[src/rtl/core/sldf_pkg.sv]
`default_nettype none

package sldf_pkg;

    localparam int MAX_PAYLOAD_DEF = 512;

    localparam int BYTE_W   = 8;
    localparam int WORD_W   = 16;
    localparam int INDEX_W  = 9;
    localparam int KIND_W   = 2;

    localparam logic [BYTE_W-1:0] SYNC_FIRST  = 8'h55;
    localparam logic [BYTE_W-1:0] SYNC_SECOND = 8'hAA;

    typedef enum logic [2:0] {
        PH_HUNT    = 3'd0,
        PH_SYNC2   = 3'd1,
        PH_LEN_HI  = 3'd2,
        PH_LEN_LO  = 3'd3,
        PH_CMD_HI  = 3'd4,
        PH_CMD_LO  = 3'd5,
        PH_PAYLOAD = 3'd6,
        PH_CHECK   = 3'd7
    } phase_t;

    typedef enum logic [KIND_W-1:0] {
        EV_DATA   = 2'd0,
        EV_OK     = 2'd1,
        EV_BADSUM = 2'd2,
        EV_BADLEN = 2'd3
    } event_kind_t;

    typedef struct packed {
        event_kind_t         event_kind;
        logic [BYTE_W-1:0]   data_byte;
        logic [WORD_W-1:0]   command;
        logic [WORD_W-1:0]   payload_length;
        logic [INDEX_W-1:0]  byte_index;
    } result_t;

endpackage

`default_nettype wire

[src/rtl/core/sync_length_checksum_deframer_unit.sv]
// Byte-stream deframer. Received bytes enter on the s_ channel, one per
// transaction, and the block hunts for the sync pair 0x55, 0xAA, then reads
// a big-endian length, a big-endian command, the payload and a checksum byte.
// Each payload byte leaves on the m_ channel as one transaction tagged with
// the command, the declared length and its index; the checksum byte gives a
// frame-accepted or checksum-mismatch transaction, and a length above
// MAX_PAYLOAD gives a length-error transaction straight after the length.
// Sync, command and in-range length bytes produce no output transaction.
// Each byte is handled as it is taken: the frame state updates at the input
// transaction and any result is registered, so it appears on the m_ channel
// the cycle after the byte is taken. One byte per cycle is sustained while
// the receiver keeps up.
// When the receiver stalls with a result held, s_ready stays low until that
// result is taken; otherwise bytes keep flowing.
// After the synchronous, active-low reset the block hunts for the first sync
// byte and holds no result.
`default_nettype none

module sync_length_checksum_deframer_unit #(
    parameter int MAX_PAYLOAD = sldf_pkg::MAX_PAYLOAD_DEF
) (
    input  wire logic                          aclk,
    input  wire logic                          aresetn,
    input  wire logic                          s_valid,
    output logic                               s_ready,
    input  wire logic [sldf_pkg::BYTE_W-1:0]   s_rx_byte,
    output logic                               m_valid,
    input  wire logic                          m_ready,
    output logic [sldf_pkg::KIND_W-1:0]        m_event_kind,
    output logic [sldf_pkg::BYTE_W-1:0]        m_data_byte,
    output logic [sldf_pkg::WORD_W-1:0]        m_command,
    output logic [sldf_pkg::WORD_W-1:0]        m_payload_length,
    output logic [sldf_pkg::INDEX_W-1:0]       m_byte_index
);
    import sldf_pkg::*;

    logic    accept;
    logic    res_valid;
    result_t res;
    result_t m_res;

    assign accept = s_valid && s_ready;

    sldf_parser #(
        .MAX_PAYLOAD (MAX_PAYLOAD)
    ) u_parser (
        .aclk      (aclk),
        .aresetn   (aresetn),
        .accept    (accept),
        .rx_byte   (s_rx_byte),
        .res_valid (res_valid),
        .res       (res)
    );

    sldf_out_reg u_out_reg (
        .aclk      (aclk),
        .aresetn   (aresetn),
        .s_valid   (s_valid),
        .s_ready   (s_ready),
        .res_valid (res_valid),
        .res       (res),
        .m_valid   (m_valid),
        .m_ready   (m_ready),
        .m_res     (m_res)
    );

    assign m_event_kind     = m_res.event_kind;
    assign m_data_byte      = m_res.data_byte;
    assign m_command        = m_res.command;
    assign m_payload_length = m_res.payload_length;
    assign m_byte_index     = m_res.byte_index;

endmodule

`default_nettype wire

[src/rtl/core/sldf_parser.sv]
`default_nettype none

module sldf_parser #(
    parameter int MAX_PAYLOAD = sldf_pkg::MAX_PAYLOAD_DEF
) (
    input  wire logic                        aclk,
    input  wire logic                        aresetn,
    input  wire logic                        accept,
    input  wire logic [sldf_pkg::BYTE_W-1:0] rx_byte,
    output logic                             res_valid,
    output sldf_pkg::result_t                res
);
    import sldf_pkg::*;

    localparam int CNT_W = (MAX_PAYLOAD > 1) ? $clog2(MAX_PAYLOAD) : 1;

    phase_t              phase_reg, phase_next;
    logic [WORD_W-1:0]   len_reg, len_next;
    logic [WORD_W-1:0]   cmd_reg, cmd_next;
    logic [CNT_W-1:0]    cnt_reg, cnt_next;
    logic [BYTE_W-1:0]   sum_reg, sum_next;

    logic [WORD_W-1:0]   cnt_ext;
    logic [WORD_W-1:0]   len_full;
    logic [BYTE_W-1:0]   sum_add;

    assign cnt_ext  = WORD_W'(cnt_reg);
    assign len_full = {len_reg[WORD_W-1:BYTE_W], rx_byte};
    assign sum_add  = sum_reg + rx_byte;

    always_ff @(posedge aclk) begin
        if (!aresetn) begin
            phase_reg <= PH_HUNT;
            len_reg   <= '0;
            cmd_reg   <= '0;
            cnt_reg   <= '0;
            sum_reg   <= '0;
        end else if (accept) begin
            phase_reg <= phase_next;
            len_reg   <= len_next;
            cmd_reg   <= cmd_next;
            cnt_reg   <= cnt_next;
            sum_reg   <= sum_next;
        end
    end

    always_comb begin
        phase_next         = phase_reg;
        len_next           = len_reg;
        cmd_next           = cmd_reg;
        cnt_next           = cnt_reg;
        sum_next           = sum_reg;
        res_valid          = 1'b0;
        res.event_kind     = EV_DATA;
        res.data_byte      = '0;
        res.command        = cmd_reg;
        res.payload_length = len_reg;
        res.byte_index     = '0;
        case (phase_reg)
            PH_HUNT: begin
                if (rx_byte == SYNC_FIRST) begin
                    phase_next = PH_SYNC2;
                end
            end
            PH_SYNC2: begin
                if (rx_byte == SYNC_SECOND) begin
                    sum_next   = SYNC_FIRST + SYNC_SECOND;
                    phase_next = PH_LEN_HI;
                end else if (rx_byte != SYNC_FIRST) begin
                    phase_next = PH_HUNT;
                end
            end
            PH_LEN_HI: begin
                len_next   = {rx_byte, {BYTE_W{1'b0}}};
                sum_next   = sum_add;
                phase_next = PH_LEN_LO;
            end
            PH_LEN_LO: begin
                len_next = len_full;
                sum_next = sum_add;
                if (len_full > WORD_W'(MAX_PAYLOAD)) begin
                    res_valid          = 1'b1;
                    res.event_kind     = EV_BADLEN;
                    res.command        = '0;
                    res.payload_length = len_full;
                    phase_next         = PH_HUNT;
                end else begin
                    phase_next = PH_CMD_HI;
                end
            end
            PH_CMD_HI: begin
                cmd_next   = {rx_byte, {BYTE_W{1'b0}}};
                sum_next   = sum_add;
                phase_next = PH_CMD_LO;
            end
            PH_CMD_LO: begin
                cmd_next   = {cmd_reg[WORD_W-1:BYTE_W], rx_byte};
                sum_next   = sum_add;
                cnt_next   = '0;
                phase_next = (len_reg == '0) ? PH_CHECK : PH_PAYLOAD;
            end
            PH_PAYLOAD: begin
                sum_next       = sum_add;
                res_valid      = 1'b1;
                res.event_kind = EV_DATA;
                res.data_byte  = rx_byte;
                res.byte_index = cnt_ext[INDEX_W-1:0];
                if ((cnt_ext + WORD_W'(1)) >= len_reg) begin
                    phase_next = PH_CHECK;
                end else begin
                    cnt_next = CNT_W'(cnt_ext + WORD_W'(1));
                end
            end
            PH_CHECK: begin
                res_valid      = 1'b1;
                res.event_kind = (rx_byte == sum_reg) ? EV_OK : EV_BADSUM;
                phase_next     = PH_HUNT;
            end
            default: begin
                phase_next = PH_HUNT;
            end
        endcase
    end

    a_check_returns_to_hunt: assert property (@(posedge aclk) disable iff (!aresetn)
        accept && phase_reg == PH_CHECK |=> phase_reg == PH_HUNT)
        else $error("Checksum byte did not return the parser to hunting.");

    a_count_within_length: assert property (@(posedge aclk) disable iff (!aresetn)
        phase_reg == PH_PAYLOAD |-> cnt_ext < len_reg)
        else $error("Payload count has reached the declared length.");

    a_result_phases: assert property (@(posedge aclk) disable iff (!aresetn)
        res_valid |-> (phase_reg == PH_LEN_LO || phase_reg == PH_PAYLOAD ||
                       phase_reg == PH_CHECK))
        else $error("Result raised in a phase that produces none.");

    a_length_within_limit: assert property (@(posedge aclk) disable iff (!aresetn)
        phase_reg == PH_CMD_HI |-> len_reg <= WORD_W'(MAX_PAYLOAD))
        else $error("Frame with an oversized length reached the command phase.");

endmodule

`default_nettype wire

[src/rtl/core/sldf_out_reg.sv]
`default_nettype none

module sldf_out_reg (
    input  wire logic              aclk,
    input  wire logic              aresetn,
    input  wire logic              s_valid,
    output logic                   s_ready,
    input  wire logic              res_valid,
    input  wire sldf_pkg::result_t res,
    output logic                   m_valid,
    input  wire logic              m_ready,
    output sldf_pkg::result_t      m_res
);
    import sldf_pkg::*;

    logic    valid_reg, valid_next;
    result_t res_reg;
    logic    load;

    assign s_ready    = !valid_reg || m_ready;
    assign load       = s_valid && s_ready && res_valid;
    assign valid_next = s_ready ? load : valid_reg;

    always_ff @(posedge aclk) begin
        if (!aresetn) begin
            valid_reg <= 1'b0;
        end else begin
            valid_reg <= valid_next;
        end
    end

    always_ff @(posedge aclk) begin
        if (load) begin
            res_reg <= res;
        end
    end

    assign m_valid = valid_reg;
    assign m_res   = res_reg;

    a_load_shows_result: assert property (@(posedge aclk) disable iff (!aresetn)
        load |=> m_valid && m_res == $past(res))
        else $error("Loaded result does not appear on the output.");

    a_stall_blocks_input: assert property (@(posedge aclk) disable iff (!aresetn)
        m_valid && !m_ready |-> !s_ready)
        else $error("Input accepted while the held result is stalled.");

endmodule

`default_nettype wire

[config.mk]
export PLATFORM = sky130hd
export DESIGN_NAME = sync_length_checksum_deframer_unit
export DESIGN_NICKNAME = d
export VERILOG_FILES = /design/src/rtl/core/sldf_pkg.sv /design/src/rtl/core/sync_length_checksum_deframer_unit.sv /design/src/rtl/core/sldf_parser.sv /design/src/rtl/core/sldf_out_reg.sv
export SDC_FILE = /design/constraint.sdc
export NUM_CORES = 1
export LEC_CHECK = 0
export ABC_AREA = 1
export ABC_CLOCK_PERIOD_IN_PS = 2200
export CORE_MARGIN = 8
export CORE_UTILIZATION = 57
export CTS_BUF_LIST = sky130_fd_sc_hd__clkbuf_16
export DETAILED_ROUTE_END_ITERATION = 12
export DONT_BUFFER_PORTS = 1
export PLACE_DENSITY = 0.78
export SYNTH_ARGS = -nofsm -noshare
export SYNTH_HDL_FRONTEND = slang
export SYNTH_SLANG_ARGS = --single-unit
[constraint.sdc]
create_clock -name aclk -period 2.2 [get_ports aclk]
set_input_delay 0.11 -clock aclk [delete_from_list [all_inputs] [get_ports aclk]]
set_output_delay 0.11 -clock aclk [all_outputs]
set_load 0.02 [all_outputs]
# Word level (Yosys, flattened, before mapping)
# Cells that the tools add are included.
[classes] mux=20 n_lt_le_gt_ge=2 n_eq_ne=16 add_sub_neg=2 bitwise=2 n_reduce_logical=19
[op_table] op="$mux W32" count=2
[op_table] op="$pmux W16 S2" count=2
[op_table] op="$pmux W3 S8" count=1
[op_table] op="$pmux W9 S2" count=1
[op_table] op="$ge A16 B16 Y1" count=1
[op_table] op="$gt A16 B10 Y1 const B" count=1
[op_table] op="$logic_not A16 Y1" count=1
[op_table] op="$pmux W8 S2" count=1
[op_table] op="$mux W3" count=5
[op_table] op="$eq A3 B3 Y1 const B" count=4
[op_table] op="$reduce_and A3 Y1" count=4
[op_table] op="$add A9 B1 Y10 const B" count=1
[op_table] op="$mux W9" count=1
[op_table] op="$add A8 B8 Y8" count=1
[op_table] op="$eq A8 B7 Y1 const B" count=1
[op_table] op="$eq A8 B8 Y1" count=1
[op_table] op="$eq A8 B8 Y1 const B" count=1
[op_table] op="$mux W8" count=1
[op_table] op="$ne A8 B7 Y1 const B" count=1
[op_table] op="$reduce_bool A2 Y1" count=4
[op_table] op="$eq A3 B2 Y1 const B" count=2
[op_table] op="$ne A2 B1 Y1 const B" count=3
[op_table] op="$reduce_or A5 Y1" count=1
[op_table] op="$mux W2" count=2
[op_table] op="14 further kinds" count=18
[totals] out_inout_bits=53 register_bits=104 input_bits=12

# Logic depth before layout (Yosys ltp)
[logic_depth] word_depth=4 mapped_depth=22 ltp_nobuf=22

# Modules after synthesis
# From an unflattened synthesis, not the netlist that was laid out.
[unflattened] cells_unflattened=584 area_unflattened_um2=4981.0
[by_module_without_submodules] module="sldf_parser" area_each_um2=3390.8 seq_area_each_um2=1041.0 instances=1 cells_per_inst=524
[by_module_without_submodules] module="sldf_out_reg" area_each_um2=1582.8 seq_area_each_um2=1551.5 instances=1 cells_per_inst=58
[by_module_without_submodules] module="sync_length_checksum_deframer_unit" area_each_um2=7.5 seq_area_each_um2=0.0 instances=1 cells_per_inst=2

# Least setup slack after synthesis
# OpenSTA, ideal clock, no wires.
[synth_timing] path_type="register to register" start="register u_parser.phase_reg[1]" end="register u_out_reg.res_reg (netlist bit u_out_reg.m_res[0]), enable pin" path_stages_with_launch=7 n_path_buf=0 required_ps=1795 slack_ps=-183 arrival_time_ps=1977 period_less_slack_ps=2383 cell_sequence="dfxtp_1 > nand2_1 > nor2_1 > inv_1 > o22ai_1 > nand2_1 > inv_1"
[synth_between] elab_chain_len=4 elab_cells_between_ends=6
[synth_lines] item="start, declared" line="sldf_parser.sv:17" source="phase_t phase_reg, phase_next;"
[synth_lines] item="start signal, assigned" line="sldf_parser.sv:39" source="phase_reg <= phase_next;"
[synth_lines] item="$eq A3 B3 Y1" line="sldf_parser.sv:59" source="case (phase_reg)"
[synth_lines] item="$reduce_or A2 Y1 (no source line)"
[synth_lines] item="$pmux W1 S2 *" line="sldf_parser.sv:59"
[synth_lines] item="$logic_and A1 B1 Y1 *" line="sldf_out_reg.sv:21" source="assign load = s_valid && s_ready && res_valid;"
[synth_lines] item="named net u_out_reg.load" line="sldf_out_reg.sv:18" source="logic load;"
[synth_lines] item="end signal, assigned" line="sldf_out_reg.sv:34" source="res_reg <= res;"
[synth_lines] item="end, declared" line="sldf_out_reg.sv:17" source="result_t res_reg;"
# The timed path passes the listed nets; every way through them passes the cells marked *.
# A chain may end at the register's enable or synchronous reset.

# Final worst setup path
[layout_timing] start="register u_parser.cnt_reg[0]" end="register u_parser.cnt_reg[1]"
[layout_between] elab_chain_len=4 elab_cells_between_ends=6
[layout_lines] item="start, declared" line="sldf_parser.sv:20" source="logic [CNT_W-1:0] cnt_reg, cnt_next;"
[layout_lines] item="start signal, assigned" line="sldf_parser.sv:42" source="cnt_reg <= cnt_next;"
[layout_lines] item="$add A9 B1 Y10 *" line="sldf_parser.sv:108" source="if ((cnt_ext + WORD_W'(1)) >= len_reg) begin"
[layout_lines] item="$ge A16 B16 Y1" line="sldf_parser.sv:108"
[layout_lines] item="$ne A2 B2 Y1 (no source line)"
[layout_lines] item="$reduce_and A3 Y1 (no source line)"
# Mark *: on every way between the ends. The rest lies on a longest branch, timed or not. The select of a mux whose other input is x is not followed.

==> flow_summary.toml <==
[global_routing]
grt_overflow_total = 0
grt_first_pass_wirelength_um = 20130
largest_net_degree_at_the_start_of_global_routing = 46
initial_antenna_violation_count = 1
grt_total_usage = 0.2188
number_of_global_route_vias_before_repair = 3888

[logic_synthesis]
synth-seq-cells = 104
synth.area.top_cells = "edfxtp_1 31%, dfxtp_1 22%, nand2_1 8.7%, inv_1 6.2%, a21oi_1 5.4%"
postSynthAreaPerCell_um2 = 8.700
synth.yosys.warnings = 0
synth_edf_count = 51
post_synth_instance_area_um2 = 4881
yosys.area.top_type_share = 0.3138
synth.distinct_cells = 37
postSynth.asyncResetShare = 0
netlist_instances = 561
sequential_fraction_of_the_synthesis_area = 0.5311
synth.largest_area_cell = "edfxtp_1"
yosys.cell_count.top_type = "nand2_1"
synth_top_cells_by_count = "113 x nand2_1, 80 x inv_1, 55 x nor2_1, 53 x a21oi_1, 53 x dfxtp_1"
synth_top_flop_cell = "dfxtp_1"
net_count_of_the_mapped_netlist = 592

[timing]
finalHoldViolCount = 0
timing.final.crit_share = 1.214
worst_relative_slew_slack = 0.4889
finalMaxSlewViolations = 0
tightestPinTransition_ps = 764.2
final.setup_skew_ps = 7.270
period_needed_ps = 2672
final.hold.worst_slack_ps = 15.34
timing.setup.tns_ps = -5086
setup_ws_ps = -471.5
rsz0062_at_grt = "yes"
setup_viol = 12
timing.fmax_mhz = 374.3

[placed_design]
port-buffer-count = 0
dpl_cell_area_um2 = 5089
post-place-cells = 668
hpwl_um = 8031
gp_congestion = 0.9655
pre_cts_setup_slack_ps = -256.4

[cts]
total_cts_buffers = 9
clockRootBuffer = "clkbuf_16"
clk_path_buf_depth = 2
cts_sink_count = 104
tritoncts_clock_tree = "yes"
clkTransAtPathRegs_ps = 70
clock_tree.htree_level_count = 3
insertion_delay_ps = 340

[critical_path]
critical_path.max_fanout = 5
crit-reg2reg-launch = "u_parser.cnt_reg[0]$_SDFFE_PN0P_"
setup.worst_path.class = "reg2reg"
worstRegToRegCells = 19
delay_of_the_slowest_critical_path_stage_ps = 350
required_ps = 2460
worstSetupStartpointType = "flop"
worstSetupPathDepth = 19
critPathArrivalTime_ps = 2930
timing.critical_path.slowest_stage_cell = "dfxtp_2"
crit_path_leading_delay_family = "simple AND/OR/NAND/NOR gates"
critPathMostFrequentCell = "nand2_2"
reg2reg_slack_ps = -470
crit_path_buffers_inverters = 3
worst_setup_path_end_kind = "flop"
timing.rr.end = "u_parser.cnt_reg[1]$_SDFFE_PN0P_"
critical_path.cell_chain = "buf_4 -> nand3_2 -> nor2_4 -> nand2_1 -> xor2_2 -> inv_1 -> ha_4 -> nand2_1 -> inv_1 -> nand2_2 -> nor2_2 -> nor2_1 -> nand2_1 -> nand2_2 -> nand2_2 -> nand2_4 -> nand2_4 -> nand2_2 -> a21oi_1"

[routing]
met3_routed_length_um = 1504
detail_route.wl_per_cell_um = 18.54
drtAntennaViolNets = 0
maxUsedRoutingLayer = "met4"
totalWireLength_um = 13050
detailedRoute.firstPassIterationCount = 6
drt-vias-per-instance = 5.952
vias = 4190
wl_met1_um = 5062
detailedRoute.firstIterationViolations = 594
met2RoutedLength_um = 5968
remaining_drc_errors = 0

[run_status]
run_status = "finished with violations"
violations_in_the_final_reports = "negative setup slack"

[floorplanning]
initial_core_util = 0.5911
die_height_um = 108.5
core.rowCount = 33
io-pin-count = 65
die_footprint_um2 = 11780
dieWidth_um = 108.5
coreArea_um2 = 8258

[power_and_ir_drop]
pwr_density_cell_nw_per_um2 = 921.8
ir_drop_mv = 0.5568
design_power_total_mw = 5.237
power.static_leakage_nw = 2.330

[min_path]
hold_path_startpoint = "s_rx_byte[7]"
hold_path_end = "u_parser.len_reg[15]$_SDFFE_PN0P_"
number_of_instances_on_the_worst_hold_path = 2
holdCritPathClass = "in2reg"

[cells_and_area]
largest_register_ff_count = 51
layout-drive-gt1-share = 0.1773
final_std_cells_w_o_fill = 704
layout.nets = 624
post-route-cell-area_um2 = 5682
layout.core_utilization = 0.6880
num-fill-cells = 614
syn_to_final_growth_pct = 16.41

[job]
max-cap-violations = 0
cells by family after synthesis:
kind of cell               share of synthesized area
and+or+nand+nor                               0.2130
DFF                                           0.5311
AOI/OAI and AO/OA                             0.1128
buffers and inverters                        0.08382
adders and majority gates                    0.05024
xor gates and xnor gates                    0.008974
cell usage in the layout (no fill, tap or decap), types with 7 or more instances in the layout:
master	n
nand3_1	27
edfxtp_1	51
inv_1	75
a21oi_2	7
a21oi_1	51
nand2_1	100
buf_4	24
nor2_2	7
o21ai_0	28
nand2_2	12
clkbuf_16	9
ha_1	16
nor2_1	51
a211oi_1	8
dfxtp_1	50
nand4_1	10
inv_2	8
metal layers:
metal,vias up,track usage
met3,62,0.05889
met1,1936,0.2769
li1,1913,-
met4,0,0.1056
met2,279,0.3400
met5,-,0
where the power goes:
part           switching, mW  internal, mW  total (mW)
clock                  0.737         0.780        1.52
combinational          0.930         0.437        1.37
sequential             0.148          2.20        2.35
worst max path at each step:
stage	start	endpoint	slack [ps]
2_1_floorplan	u_parser.cnt_reg[0]$_SDFFE_PN0P_	u_parser.cnt_reg[7]$_SDFFE_PN0P_	3
3_3_place_gp	u_parser.cnt_reg[0]$_SDFFE_PN0P_	u_parser.cnt_reg[3]$_SDFFE_PN0P_	-80
3_5_place_dp	u_parser.cnt_reg[1]$_SDFFE_PN0P_	u_parser.cnt_reg[6]$_SDFFE_PN0P_	-260
4_1_cts	u_parser.cnt_reg[1]$_SDFFE_PN0P_	u_parser.cnt_reg[3]$_SDFFE_PN0P_	-140
5_1_grt	u_parser.cnt_reg[1]$_SDFFE_PN0P_	u_parser.cnt_reg[8]$_SDFFE_PN0P_	-610
6_report	u_parser.cnt_reg[0]$_SDFFE_PN0P_	u_parser.cnt_reg[1]$_SDFFE_PN0P_	-470
layout make-up:
cell class,instances,area (µm²),share of cell area
Timing Repair Buffer,34,297.8,0.05241
Sequential cell,104,2599,0.4574
Multi-Input combinational cell,357,2032,0.3576
Tap cell,105,131.4,0.02312
Clock inverter,7,53.80,0.009469
Clock buffer,9,225.2,0.03964
Antenna cell,1,2.502,0.0004404
Inverter,87,340.3,0.05990
repair_timing:
item	CTS	global route
setup buffers	7	2
pin swaps	12	21
hold buffers	9	0
setup endpoints to repair	12	57
gates cloned	1	0
resized for setup	26	17
endpoints found under the hold margin	50	0
Power figures use the tool's default switching activity.
